==> config.mk <==
export PLATFORM = sky130hd
export DESIGN_NAME = touch_gesture_recognizer
export DESIGN_NICKNAME = d
export VERILOG_FILES = /design/src/sv/tgr_pkg.sv /design/src/sv/tgr_timer.sv /design/src/sv/tgr_fsm.sv /design/src/sv/touch_gesture_recognizer.sv
export SDC_FILE = /design/constraint.sdc
export NUM_CORES = 1
export LEC_CHECK = 0
export BUFFER_PORTS_ARGS = -buffer_cell sky130_fd_sc_hd__clkbuf_2
export CELL_PAD_IN_SITES_DETAIL_PLACEMENT = 0
export CELL_PAD_IN_SITES_GLOBAL_PLACEMENT = 1
export CORE_MARGIN = 10
export CORE_UTILIZATION = 43
export DETAILED_ROUTE_END_ITERATION = 8
export GPL_TIMING_DRIVEN = 1
export PLACE_DENSITY_LB_ADDON = 0.2
export SYNTH_ARGS = -nofsm -noshare
export SYNTH_HDL_FRONTEND = slang
export SYNTH_SLANG_ARGS = --single-unit
==> constraint.sdc <==
create_clock -name clk -period 7.47 [get_ports clk]
set_clock_uncertainty 0.05 [all_clocks]
set_input_delay 0.3735 -clock clk [delete_from_list [all_inputs] [get_ports clk]]
set_output_delay 0.3735 -clock clk [all_outputs]
set_load 0.02 [all_outputs]
==> src/sv/tgr_pkg.sv <==
package tgr_pkg;

	// configuration port
	localparam int CFG_INDEX_BITS = 2;
	localparam int CFG_DATA_BITS  = 16;
	localparam int TICKS_BITS     = 16;
	localparam int THRESH_BITS    = 12;

	localparam logic [CFG_INDEX_BITS-1:0] CFG_SINGLE_TAP_TICKS = 2'd0;
	localparam logic [CFG_INDEX_BITS-1:0] CFG_LONG_TAP_TICKS   = 2'd1;
	localparam logic [CFG_INDEX_BITS-1:0] CFG_DRAG_THRESH_X    = 2'd2;
	localparam logic [CFG_INDEX_BITS-1:0] CFG_DRAG_THRESH_Y    = 2'd3;

	localparam logic [TICKS_BITS-1:0]  SINGLE_TAP_TICKS_RST = 16'd200;
	localparam logic [TICKS_BITS-1:0]  LONG_TAP_TICKS_RST   = 16'd1000;
	localparam logic [THRESH_BITS-1:0] DRAG_THRESH_RST      = 12'd25;

	// event kinds
	localparam int FUNC_BITS = 2;
	localparam logic [FUNC_BITS-1:0] FUNC_PRESS   = 2'd0;
	localparam logic [FUNC_BITS-1:0] FUNC_MOVE    = 2'd1;
	localparam logic [FUNC_BITS-1:0] FUNC_RELEASE = 2'd2;
	localparam logic [FUNC_BITS-1:0] FUNC_TICK    = 2'd3;

	// gesture codes
	localparam int GEST_BITS = 2;
	localparam logic [GEST_BITS-1:0] GEST_SINGLE = 2'd0;
	localparam logic [GEST_BITS-1:0] GEST_DOUBLE = 2'd1;
	localparam logic [GEST_BITS-1:0] GEST_LONG   = 2'd2;
	localparam logic [GEST_BITS-1:0] GEST_DRAG   = 2'd3;

	// one-shot timer control for one item
	typedef struct packed {
		logic start;
		logic stop;
		logic tick;
	} tmr_ctrl_t;

endpackage

==> src/sv/tgr_timer.sv <==
module tgr_timer #(
	parameter int TIMER_BITS = 16
) (
	input  logic                  clk,
	input  logic                  arst_n,
	input  tgr_pkg::tmr_ctrl_t    ctrl,
	input  logic [TIMER_BITS-1:0] limit,
	output logic                  fire
);
	import tgr_pkg::*;

	logic [TIMER_BITS-1:0] count_q;
	logic                  running_q;
	logic [TIMER_BITS-1:0] count_nxt;

	// saturating increment
	assign count_nxt = (count_q == {TIMER_BITS{1'b1}}) ? count_q : count_q + 1'b1;
	assign fire      = ctrl.tick && running_q && (count_nxt >= limit);

	always_ff @(posedge clk or negedge arst_n) begin
		if (!arst_n) begin
			count_q   <= '0;
			running_q <= 1'b0;
		end else if (ctrl.start) begin
			count_q   <= '0;
			running_q <= 1'b1;
		end else if (ctrl.stop) begin
			running_q <= 1'b0;
		end else if (ctrl.tick && running_q) begin
			count_q <= count_nxt;
			if (fire) begin
				running_q <= 1'b0;
			end
		end
	end

	a_fire_needs_running: assert property (@(posedge clk) disable iff (!arst_n)
		fire |=> !running_q || $past(ctrl.start))
		else $error("timer fired but kept running");

endmodule

==> src/sv/tgr_fsm.sv <==
module tgr_fsm #(
	parameter int COORD_BITS = 12,
	parameter int TIMER_BITS = 16
) (
	input  logic                               clk,
	input  logic                               arst_n,
	input  logic                               step,
	input  logic [tgr_pkg::FUNC_BITS-1:0]      func,
	input  logic [COORD_BITS-1:0]              pos_x,
	input  logic [COORD_BITS-1:0]              pos_y,
	input  logic [tgr_pkg::THRESH_BITS-1:0]    thresh_x,
	input  logic [tgr_pkg::THRESH_BITS-1:0]    thresh_y,
	input  logic [TIMER_BITS-1:0]              long_limit,
	input  logic [TIMER_BITS-1:0]              tap_limit,
	output logic                               emit,
	output logic [tgr_pkg::GEST_BITS-1:0]      gesture,
	output logic signed [COORD_BITS:0]         move_x,
	output logic signed [COORD_BITS:0]         move_y
);
	import tgr_pkg::*;

	localparam int CMP_BITS = (COORD_BITS + 1 > THRESH_BITS) ? COORD_BITS + 1 : THRESH_BITS;

	localparam logic [2:0] ST_IDLE    = 3'd0;
	localparam logic [2:0] ST_INITIAL = 3'd1;
	localparam logic [2:0] ST_PENDING = 3'd2;
	localparam logic [2:0] ST_LONG    = 3'd3;
	localparam logic [2:0] ST_SECOND  = 3'd4;
	localparam logic [2:0] ST_MOVING  = 3'd5;

	logic [2:0]            state_q, state_nxt;
	logic [COORD_BITS-1:0] last_x_q, last_y_q;
	logic                  load_pos;
	logic [COORD_BITS:0]   dx, dy, adx, ady;
	logic                  over;
	tmr_ctrl_t             long_ctrl, tap_ctrl;
	logic                  long_fire, tap_fire;

	assign dx  = {1'b0, pos_x} - {1'b0, last_x_q};
	assign dy  = {1'b0, pos_y} - {1'b0, last_y_q};
	assign adx = dx[COORD_BITS] ? -dx : dx;
	assign ady = dy[COORD_BITS] ? -dy : dy;
	assign over = (CMP_BITS'(adx) > CMP_BITS'(thresh_x)) ||
		(CMP_BITS'(ady) > CMP_BITS'(thresh_y));

	always_comb begin
		state_nxt = state_q;
		load_pos  = 1'b0;
		emit      = 1'b0;
		gesture   = GEST_SINGLE;
		move_x    = '0;
		move_y    = '0;
		long_ctrl = '0;
		tap_ctrl  = '0;
		if (step) begin
			case (func)
				FUNC_PRESS: begin
					load_pos = 1'b1;
					if (state_q == ST_IDLE) begin
						long_ctrl.start = 1'b1;
						state_nxt       = ST_INITIAL;
					end else if (state_q == ST_PENDING) begin
						tap_ctrl.stop   = 1'b1;
						long_ctrl.start = 1'b1;
						state_nxt       = ST_SECOND;
					end
				end
				FUNC_MOVE: begin
					if ((state_q inside {ST_INITIAL, ST_SECOND, ST_LONG}) && over) begin
						state_nxt = ST_MOVING;
						emit      = 1'b1;
					end else if (state_q == ST_MOVING) begin
						emit = 1'b1;
					end
					if (emit) begin
						load_pos = 1'b1;
						gesture  = GEST_DRAG;
						move_x   = dx;
						move_y   = dy;
					end
				end
				FUNC_RELEASE: begin
					case (state_q)
						ST_INITIAL: begin
							long_ctrl.stop = 1'b1;
							tap_ctrl.start = 1'b1;
							state_nxt      = ST_PENDING;
						end
						ST_SECOND: begin
							long_ctrl.stop = 1'b1;
							state_nxt      = ST_IDLE;
							emit           = 1'b1;
							gesture        = GEST_DOUBLE;
						end
						ST_LONG: begin
							state_nxt = ST_IDLE;
							emit      = 1'b1;
							gesture   = GEST_LONG;
						end
						ST_MOVING: begin
							state_nxt = ST_IDLE;
						end
						default: begin
						end
					endcase
				end
				default: begin
					// tick: long timer first, then tap timer
					long_ctrl.tick = 1'b1;
					tap_ctrl.tick  = 1'b1;
					if (long_fire && (state_q inside {ST_INITIAL, ST_SECOND})) begin
						state_nxt = ST_LONG;
					end
					if (tap_fire && state_q == ST_PENDING) begin
						state_nxt = ST_IDLE;
						emit      = 1'b1;
						gesture   = GEST_SINGLE;
					end
				end
			endcase
		end
	end

	tgr_timer #(.TIMER_BITS(TIMER_BITS)) u_long_timer (
		.clk    (clk),
		.arst_n (arst_n),
		.ctrl   (long_ctrl),
		.limit  (long_limit),
		.fire   (long_fire)
	);

	tgr_timer #(.TIMER_BITS(TIMER_BITS)) u_tap_timer (
		.clk    (clk),
		.arst_n (arst_n),
		.ctrl   (tap_ctrl),
		.limit  (tap_limit),
		.fire   (tap_fire)
	);

	always_ff @(posedge clk or negedge arst_n) begin
		if (!arst_n) begin
			state_q  <= ST_IDLE;
			last_x_q <= '0;
			last_y_q <= '0;
		end else begin
			state_q <= state_nxt;
			if (load_pos) begin
				last_x_q <= pos_x;
				last_y_q <= pos_y;
			end
		end
	end

	a_non_drag_zero: assert property (@(posedge clk) disable iff (!arst_n)
		emit && gesture != GEST_DRAG |-> move_x == '0 && move_y == '0)
		else $error("non-drag gesture with nonzero displacement");

	a_drag_lands_moving: assert property (@(posedge clk) disable iff (!arst_n)
		emit && gesture == GEST_DRAG |=> state_q == ST_MOVING)
		else $error("drag reported outside moving state");

endmodule

==> src/sv/touch_gesture_recognizer.sv <==
// channel   direction  handshake           word
// in        input      in_valid/in_stall   func, pos_x, pos_y
// out       output     out_valid/out_stall gesture, move_x, move_y
// cfg       input      cfg_wen             cfg_index, cfg_data
//
// one word per cycle sustained while the output is not stalled; a word is registered in the
// input stage and its result is then registered in the output register
// the gesture state, last position and both timers update in the single cycle
// that a word leaves the input stage, so back-to-back words see each other's state
// arst_n clears state to idle, timers stopped, position zero, registers to defaults
// out_stall holds the output word; the input stage then stalls only if it is full
module touch_gesture_recognizer #(
	parameter int COORD_BITS = 12,
	parameter int TIMER_BITS = 16
) (
	input  logic                                clk,
	input  logic                                arst_n,
	// input word channel
	input  logic                                in_valid,
	output logic                                in_stall,
	input  logic [tgr_pkg::FUNC_BITS-1:0]       func,
	input  logic [COORD_BITS-1:0]               pos_x,
	input  logic [COORD_BITS-1:0]               pos_y,
	// result word channel
	output logic                                out_valid,
	input  logic                                out_stall,
	output logic [tgr_pkg::GEST_BITS-1:0]       gesture,
	output logic signed [COORD_BITS:0]          move_x,
	output logic signed [COORD_BITS:0]          move_y,
	// register writes
	input  logic                                cfg_wen,
	input  logic [tgr_pkg::CFG_INDEX_BITS-1:0]  cfg_index,
	input  logic [tgr_pkg::CFG_DATA_BITS-1:0]   cfg_data
);
	import tgr_pkg::*;

	// configuration registers
	logic [TICKS_BITS-1:0]  single_tap_ticks_q;
	logic [TICKS_BITS-1:0]  long_tap_ticks_q;
	logic [THRESH_BITS-1:0] drag_thresh_x_q;
	logic [THRESH_BITS-1:0] drag_thresh_y_q;

	// input stage
	logic                  valid_s1;
	logic [FUNC_BITS-1:0]  func_s1;
	logic [COORD_BITS-1:0] pos_x_s1;
	logic [COORD_BITS-1:0] pos_y_s1;

	// output register
	logic                        out_valid_q;
	logic [GEST_BITS-1:0]        gesture_q;
	logic signed [COORD_BITS:0]  move_x_q;
	logic signed [COORD_BITS:0]  move_y_q;

	logic                        step;
	logic                        res_emit;
	logic [GEST_BITS-1:0]        res_gesture;
	logic signed [COORD_BITS:0]  res_move_x;
	logic signed [COORD_BITS:0]  res_move_y;
	logic [TIMER_BITS-1:0]       long_limit;
	logic [TIMER_BITS-1:0]       tap_limit;

	always_ff @(posedge clk or negedge arst_n) begin
		if (!arst_n) begin
			single_tap_ticks_q <= SINGLE_TAP_TICKS_RST;
			long_tap_ticks_q   <= LONG_TAP_TICKS_RST;
			drag_thresh_x_q    <= DRAG_THRESH_RST;
			drag_thresh_y_q    <= DRAG_THRESH_RST;
		end else if (cfg_wen) begin
			case (cfg_index)
				CFG_SINGLE_TAP_TICKS: single_tap_ticks_q <= cfg_data[TICKS_BITS-1:0];
				CFG_LONG_TAP_TICKS:   long_tap_ticks_q   <= cfg_data[TICKS_BITS-1:0];
				CFG_DRAG_THRESH_X:    drag_thresh_x_q    <= cfg_data[THRESH_BITS-1:0];
				CFG_DRAG_THRESH_Y:    drag_thresh_y_q    <= cfg_data[THRESH_BITS-1:0];
				default: begin
				end
			endcase
		end
	end

	// tick limits clamp to the largest count a narrow timer can hold
	generate
		if (TIMER_BITS >= TICKS_BITS) begin : g_wide_timer
			assign long_limit = TIMER_BITS'(long_tap_ticks_q);
			assign tap_limit  = TIMER_BITS'(single_tap_ticks_q);
		end else begin : g_narrow_timer
			assign long_limit = (|long_tap_ticks_q[TICKS_BITS-1:TIMER_BITS]) ?
				{TIMER_BITS{1'b1}} : long_tap_ticks_q[TIMER_BITS-1:0];
			assign tap_limit  = (|single_tap_ticks_q[TICKS_BITS-1:TIMER_BITS]) ?
				{TIMER_BITS{1'b1}} : single_tap_ticks_q[TIMER_BITS-1:0];
		end
	endgenerate

	// the staged word moves on whenever the output register is free or draining
	assign step     = valid_s1 && (!out_valid_q || !out_stall);
	assign in_stall = valid_s1 && out_valid_q && out_stall;

	always_ff @(posedge clk or negedge arst_n) begin
		if (!arst_n) begin
			valid_s1 <= 1'b0;
		end else if (!in_stall) begin
			valid_s1 <= in_valid;
		end
	end

	always_ff @(posedge clk) begin
		if (!in_stall && in_valid) begin
			func_s1  <= func;
			pos_x_s1 <= pos_x;
			pos_y_s1 <= pos_y;
		end
	end

	tgr_fsm #(
		.COORD_BITS (COORD_BITS),
		.TIMER_BITS (TIMER_BITS)
	) u_fsm (
		.clk        (clk),
		.arst_n     (arst_n),
		.step       (step),
		.func       (func_s1),
		.pos_x      (pos_x_s1),
		.pos_y      (pos_y_s1),
		.thresh_x   (drag_thresh_x_q),
		.thresh_y   (drag_thresh_y_q),
		.long_limit (long_limit),
		.tap_limit  (tap_limit),
		.emit       (res_emit),
		.gesture    (res_gesture),
		.move_x     (res_move_x),
		.move_y     (res_move_y)
	);

	// result register, loaded only when a word produces a gesture
	always_ff @(posedge clk or negedge arst_n) begin
		if (!arst_n) begin
			out_valid_q <= 1'b0;
		end else if (step) begin
			out_valid_q <= res_emit;
		end else if (!out_stall) begin
			out_valid_q <= 1'b0;
		end
	end

	always_ff @(posedge clk) begin
		if (step && res_emit) begin
			gesture_q <= res_gesture;
			move_x_q  <= res_move_x;
			move_y_q  <= res_move_y;
		end
	end

	assign out_valid = out_valid_q;
	assign gesture   = gesture_q;
	assign move_x    = move_x_q;
	assign move_y    = move_y_q;

	a_stall_needs_word: assert property (@(posedge clk) disable iff (!arst_n)
		in_stall |-> valid_s1 && out_valid_q)
		else $error("input stalled with no word held");

	a_result_from_step: assert property (@(posedge clk) disable iff (!arst_n)
		$rose(out_valid) |-> $past(step))
		else $error("result word appeared without a processed input word");

endmodule

## Yosys cells after proc, flatten, opt, wreduce, memory -nomap -nowiden

Cells that the tools add are included.

| cells by class | value |
|---|---|
| multiplexer cells | 53 |
| add/sub/neg operators | 6 |
| equal/unequal tests | 18 |
| reductions and logical operators | 43 |
| magnitude comparators | 4 |

Operators by type and width:

| operator | number |
|---|---|
| 16-bit two-way mux | 8 |
| 16-bit by 1-bit adder with 16-bit output, second input constant | 2 |
| 16-bit == test, second input constant | 2 |
| 16-bit >= comparator | 2 |
| 1-bit two-way mux | 29 |
| 13-bit by 12-bit greater-than comparator with 1-bit output | 2 |
| 13-bit two-way mux | 2 |
| 13-bit negation | 2 |
| 12-bit by 12-bit subtractor with 13-bit output | 2 |
| 3-bit two-way mux | 7 |
| 2-bit AND reduction | 8 |
| 3-bit nonzero test | 5 |
| 1-bit logical AND | 12 |
| 3-bit one-hot mux with 3 select lines | 1 |
| 2-bit by 1-bit != test with 1-bit output, second input constant | 4 |
| 2-bit one-hot mux with 2 select lines | 2 |
| 2-bit == test, second input constant | 3 |
| 3-bit by 2-bit == test with 1-bit output, second input constant | 2 |
| 3-bit == test, second input constant | 2 |
| 3-bit one-hot mux with 2 select lines | 1 |
| 2-bit nonzero test | 3 |
| 3-bit OR reduction | 2 |
| 5-bit AND reduction | 1 |
| 5-bit nonzero test | 1 |
| 13 further kinds | 19 |

| storage, ports and cells | value |
|---|---|
| input bits | 49 |
| output and inout port bits | 30 |
| flip-flop bits (word level) | 173 |

## Depth between registers and ports, before layout

| depth | value |
|---|---|
| depth after elaboration | 12 |
| mapped depth | 24 |
| mapped depth without buffers | 21 |

## By module

A second synthesis with hierarchy kept.

| second synthesis, totals | value |
|---|---|
| cells, all modules | 1091 |
| area total of the unflattened synthesis | 11080.6 sq um |

Modules (own cells, without submodules):

| module | cells each | times used | area an instance (sq um) |
|---|---|---|---|
| tgr_fsm | 490 | 1 | 4018.9 |
| touch_gesture_recognizer | 185 | 1 | 3843.7 |
| tgr_timer | 208 | 2 | 1609.0 |

## Worst setup path after synthesis

No wires, ideal clock.

| timing | value |
|---|---|
| path type | flip-flop to flip-flop |
| from | register pos_y_s1[0] |
| to | register gesture_q[0], in the netlist gesture[0] (enable) |
| setup time | 0.413 ns |
| path slack | 2.185 ns |
| period minus slack after synthesis | 5.285 ns |
| stages on the path, launching flop included | 22 |
| required time | 7.007 ns |
| data arrival time | 4.822 ns |
| cell sequence | edfxtp_1 -> inv_1 -> ha_1 -> inv_1 -> fa_1 -> a21o_1 -> a21oi_1 -> xor2_1 -> a21boi_1 -> and3_2 -> and3_1 -> a31oi_1 -> xnor2_1 -> ha_1 -> a21o_1 -> a2111oi_0 -> a21oi_1 -> a22o_1 -> a41o_1 -> o31ai_2 -> and2_1 -> nor2_1 |

| between the ends | value |
|---|---|
| word-level cells in the longest chain between the ends | 12 |

RTL lines:

| what | line | text |
|---|---|---|
| start, declared | touch_gesture_recognizer.sv:47 | `logic [COORD_BITS-1:0] pos_y_s1;` |
| start signal, assigned | touch_gesture_recognizer.sv:110 | `pos_y_s1 <= pos_y;` |
| 12-bit by 12-bit subtractor with 13-bit output (*) | tgr_fsm.sv:40 | `assign dy = {1'b0, pos_y} - {1'b0, last_y_q};` |
| 13-bit negation | tgr_fsm.sv:42 | `assign ady = dy[COORD_BITS] ? -dy : dy;` |
| 13-bit two-way mux (*) | tgr_fsm.sv:42 |  |
| 13-bit by 12-bit greater-than comparator with 1-bit output (*) | tgr_fsm.sv:44 | `(CMP_BITS'(ady) > CMP_BITS'(thresh_y));` |
| 1-bit logical OR (*) | tgr_fsm.sv:43 | `assign over = (CMP_BITS'(adx) > CMP_BITS'(thresh_x)) \|\|` |
| 1-bit logical AND (*) | tgr_fsm.sv:69 | `if ((state_q inside {ST_INITIAL, ST_SECOND, ST_LONG}) && over) begin` |
| 1-bit two-way mux (*) | tgr_fsm.sv:69 |  |
| 1-bit two-way mux (*) | tgr_fsm.sv:56 | `case (func)` |
| 1-bit two-way mux (*) | tgr_fsm.sv:55 | `if (step) begin` |
| 1-bit one-hot mux with 3 select lines (*) | tgr_fsm.sv:56 |  |
| 1-bit two-way mux (*) | tgr_fsm.sv:55 |  |
| 1-bit logical AND (*) | touch_gesture_recognizer.sv:146 | `if (step && res_emit) begin` |
| end signal, assigned | touch_gesture_recognizer.sv:147 | `gesture_q <= res_gesture;` |
| end, declared | touch_gesture_recognizer.sv:51 | `logic [GEST_BITS-1:0] gesture_q;` |

Mark *: on every way between the ends. The rest lies on a longest branch, timed or not. The select of a mux whose other input is x is not followed.
A chain may end at the register's enable or synchronous reset.

## Worst setup path in the final report

| timing | value |
|---|---|
| from | register pos_y_s1[0] |
| to | register move_y_q[9], in the netlist move_y[9], data pin |

| between the ends | value |
|---|---|
| word-level cells in the longest chain between the ends | 10 |

RTL lines:

| what | line | text |
|---|---|---|
| 12-bit by 12-bit subtractor with 13-bit output (*) | tgr_fsm.sv:40 |  |
| 13-bit negation | tgr_fsm.sv:42 |  |
| 13-bit two-way mux | tgr_fsm.sv:42 |  |
| 13-bit by 12-bit greater-than comparator with 1-bit output | tgr_fsm.sv:44 |  |
| 1-bit logical OR | tgr_fsm.sv:43 |  |
| 1-bit logical AND | tgr_fsm.sv:69 |  |
| 1-bit two-way mux | tgr_fsm.sv:69 |  |
| 1-bit two-way mux | tgr_fsm.sv:56 |  |
| 1-bit two-way mux | tgr_fsm.sv:55 |  |
| 3-bit AND reduction (no source line) | -- |  |
| end signal, assigned | touch_gesture_recognizer.sv:149 | `move_y_q <= res_move_y;` |
| end, declared | touch_gesture_recognizer.sv:53 | `logic signed [COORD_BITS:0] move_y_q;` |

Marked as above.

==> reports/qor.csv <==
metric,value,unit
hold_violations,0,
dr.pass1.iters,5,
syn-num-nets,1196,
synth-xor-area-share,0.0600,
async_reset_ff_frac,0.688,
fp.coreArea,24300,sq um
p_sw,1890,uW
wl_met3,555,microns
synth_top_family_by_area,simple AND/OR/NAND/NOR gates,
synth_area_leaders,"dfrtp_1, edfxtp_1, ha_1, mux2_2, dfstp_2",
min_period,5780,ps
clockBufferDepth,2,
yosys.area.top_type_share,0.245,
critPathLaunchType,register,
synthMuxAreaShare,0.0877,
die_width,177,microns
sequentialPowerShare,0.284,
worst_pin_slew,951,ps
numCtsBuffers,17,
status,"finished, final reports clean",
synth_fa_ha_area_frac,0.109,
wirelength,23.7,mm
power.static_leakage,0.00552,uW
drive_above_1_share,0.187,
root_buffer,clkbuf_16,
synth.most_common_cell,dfrtp_1,
dieHeight,177,microns
synth_top_area_cell,dfrtp_1,
crit_fanout,26,
maxCapViolations,0,
synth_edf_count,54,
io_pins,79,
critPathArrivalTime,5870,ps
grt_overflow,0,
hold-path-cell-count,1,
synthSimpleGateAreaFrac,0.144,
num_rows,57,
vdd.ir_drop.worst,167,uV
drtIter0Drc,452,
tns,0,ps
insertion_delay,430,ps
highest_layer,met4,
rsz0062_at_grt,false,
finalCritPeriodShare,0.774,
clk_pin_slew_worst_paths,70,ps
final_nets,1266,
crit_type,reg2reg,
wl_per_cell,16.2,microns
switching_share,0.400,
ctsResizeCount,0,
viasPerCell,5.15,
grt_pass1_wl,39.7,mm
remaining_drc_errors,0,
reg2reg_depth,21,
fp.dieArea,31400,sq um
cts_tree,yes,
grt_start_max_net_pins,52,
power_density,395,nW/um^2
min_path_type,in2reg,
port_buffers,78,
maxSlewViolCount,0,
grt_pass1_vias,7682,
antenna_found_initial,0,
cp.required,7560,ps
intPower,2830,uW
postSynthAreaPerCell,10.1,sq um
routed-wl-met2,11.1,mm
ctsHtreeMaxLevel,4,
wl_met1,11.8,mm
fmax,173,MHz
synth.cell_area,10600,sq um
yosys_warnings,0,
synth.top_cells.by_count,"dfrtp_1, inv_1, nor2_1",
vias,7528,
synth.yosys.seq_area_share,0.434,
ys_seq_elements,173,
globalRouteTotalUtil,0.157,
nFillCells,2320,
antenna_cells,0,
synth_compound_area_frac,0.115,
area_delta_synth_final,12.1,%
end_kind,register,
fin_util,0.490,
setup_viol,0,
cts_sinks,173,
slew_headroom,0.366,
initial_utilization,0.437,
drt.antenna.violating_nets,0,
ys_types,74,
synthCells,1056,
synthFlopType,dfrtp_1,
place_congestion,0.817,
clkPwrFrac,0.195,
dpl.hpwl,17.7,mm
p_comb_frac,0.522,
## what timing repair did
action	4_1_cts	5_1_grt
buffers inserted	0	0
hold buffers	1	0
setup endpoints to repair	0	0
hold endpoints to repair	22	0
## flip-flops by register name (all words and copies together), names as in the netlist, 3 cells and up
signal	flops
long_limit	16
u_fsm.last_x_q	12
u_fsm.last_y_q	12
move_x	13
pos_x_s1	12
pos_y_s1	12
u_fsm.u_long_timer.count_q	16
move_y	13
single_tap_ticks_q	16
u_fsm.state_q	3
drag_thresh_y_q	12
drag_thresh_x_q	12
u_fsm.u_tap_timer.count_q	16
## cells by family after synthesis
logic type,Yosys count
XOR/XNOR,72
adder cells (fa/ha/maj),91
AND/OR/NAND/NOR,321
AO/OA/AOI/OAI,191
flip-flops,173
multiplexers,77
buffers and inverters,131
## stage by stage
step           power (uW)  std cells  instance area [sq um]  hold WS, ps  setup WS (ps)
6_report             4710       1462                  11900         64.3           1690
5_1_grt              5150       1462                  11900         39.5           1260
4_1_cts              4770       1462                  11900         47.4           1640
3_5_place_dp         3830       1430                  11300          255           1700
3_3_place_gp         3790       1430                  11300          249           1830
2_1_floorplan        3280       1056                  10600         27.9           2190
## cells in the final DEF (no fill, tap or decap), types with 32 or more instances in the layout
master,Yosys,layout
nor2_1,93,92
xnor2_1,40,40
nand3_1,32,32
edfxtp_1,54,54
a21oi_1,60,60
nand2_1,87,87
inv_1,96,96
o21ai_0,44,44
mux2_2,51,51
ha_1,89,89
dfrtp_1,104,104
clkbuf_2,0,77
## per-layer routing
layer / vias up / GRT usage
met5: - / 0
met4: 0 / 0.0368
met3: 18 / 0.0286
met2: 78 / 0.252
met1: 3599 / 0.214
li1: 3833 / -
## worst paths after layout
path,startpoint,end,slack (ps)
setup / recovery,pos_y_s1[0]$_DFFE_PP_,move_y[9]$_SDFFCE_PN0P_,1690
hold / removal,pos_x[7],pos_x_s1[7]$_DFFE_PP_,60
setup reg to reg,pos_y_s1[0]$_DFFE_PP_,move_y[9]$_SDFFCE_PN0P_,1690
hold reg to reg,u_fsm.last_x_q[2]$_DFFE_PN0P_,u_fsm.last_x_q[2]$_DFFE_PN0P_,460
max in group asynchronous,arst_n,single_tap_ticks_q[2]$_DFFE_PN0P_,5430
min in group asynchronous,arst_n,u_fsm.last_y_q[7]$_DFFE_PN0P_,340
## worst max-delay path, cell delays in order, from the launching register on
cell and delay [ps]:
edfxtp_1 380, inv_1 70, ha_1 150, inv_1 50, fa_1 400, a21o_1 220, a21oi_1 190, xor2_1 310
a21boi_1 290, and3_2 270, and3_1 160, a31oi_1 100, xnor2_1 220, ha_1 280, a21o_1 180, a2111oi_0 380
a21oi_1 120, a22o_1 180, a41o_1 280, o31ai_2 330, or2_1 780, nor2_1 90
## power groups by stage
stage	registers [uW]	clock network [uW]	logic, uW
CTS	1340	944	2490
finish	1340	917	2460
global route	1360	986	2800
global placement	1350	0	2450
floorplan	1330	0	1940
detailed placement	1350	0	2480
## cell type report
| class | instances | area, sq um | share of cell area |
|---|---|---|---|
| clock inverter | 10 | 136 | 0.0114 |
| sequential | 173 | 4620 | 0.388 |
| inverter | 97 | 364 | 0.0306 |
| timing repair buffer | 85 | 448 | 0.0376 |
| multi-input combinational | 752 | 5480 | 0.460 |
| clock buffer | 21 | 460 | 0.0386 |
| tap | 324 | 405 | 0.0340 |
(Power assumes the default switching activity.)
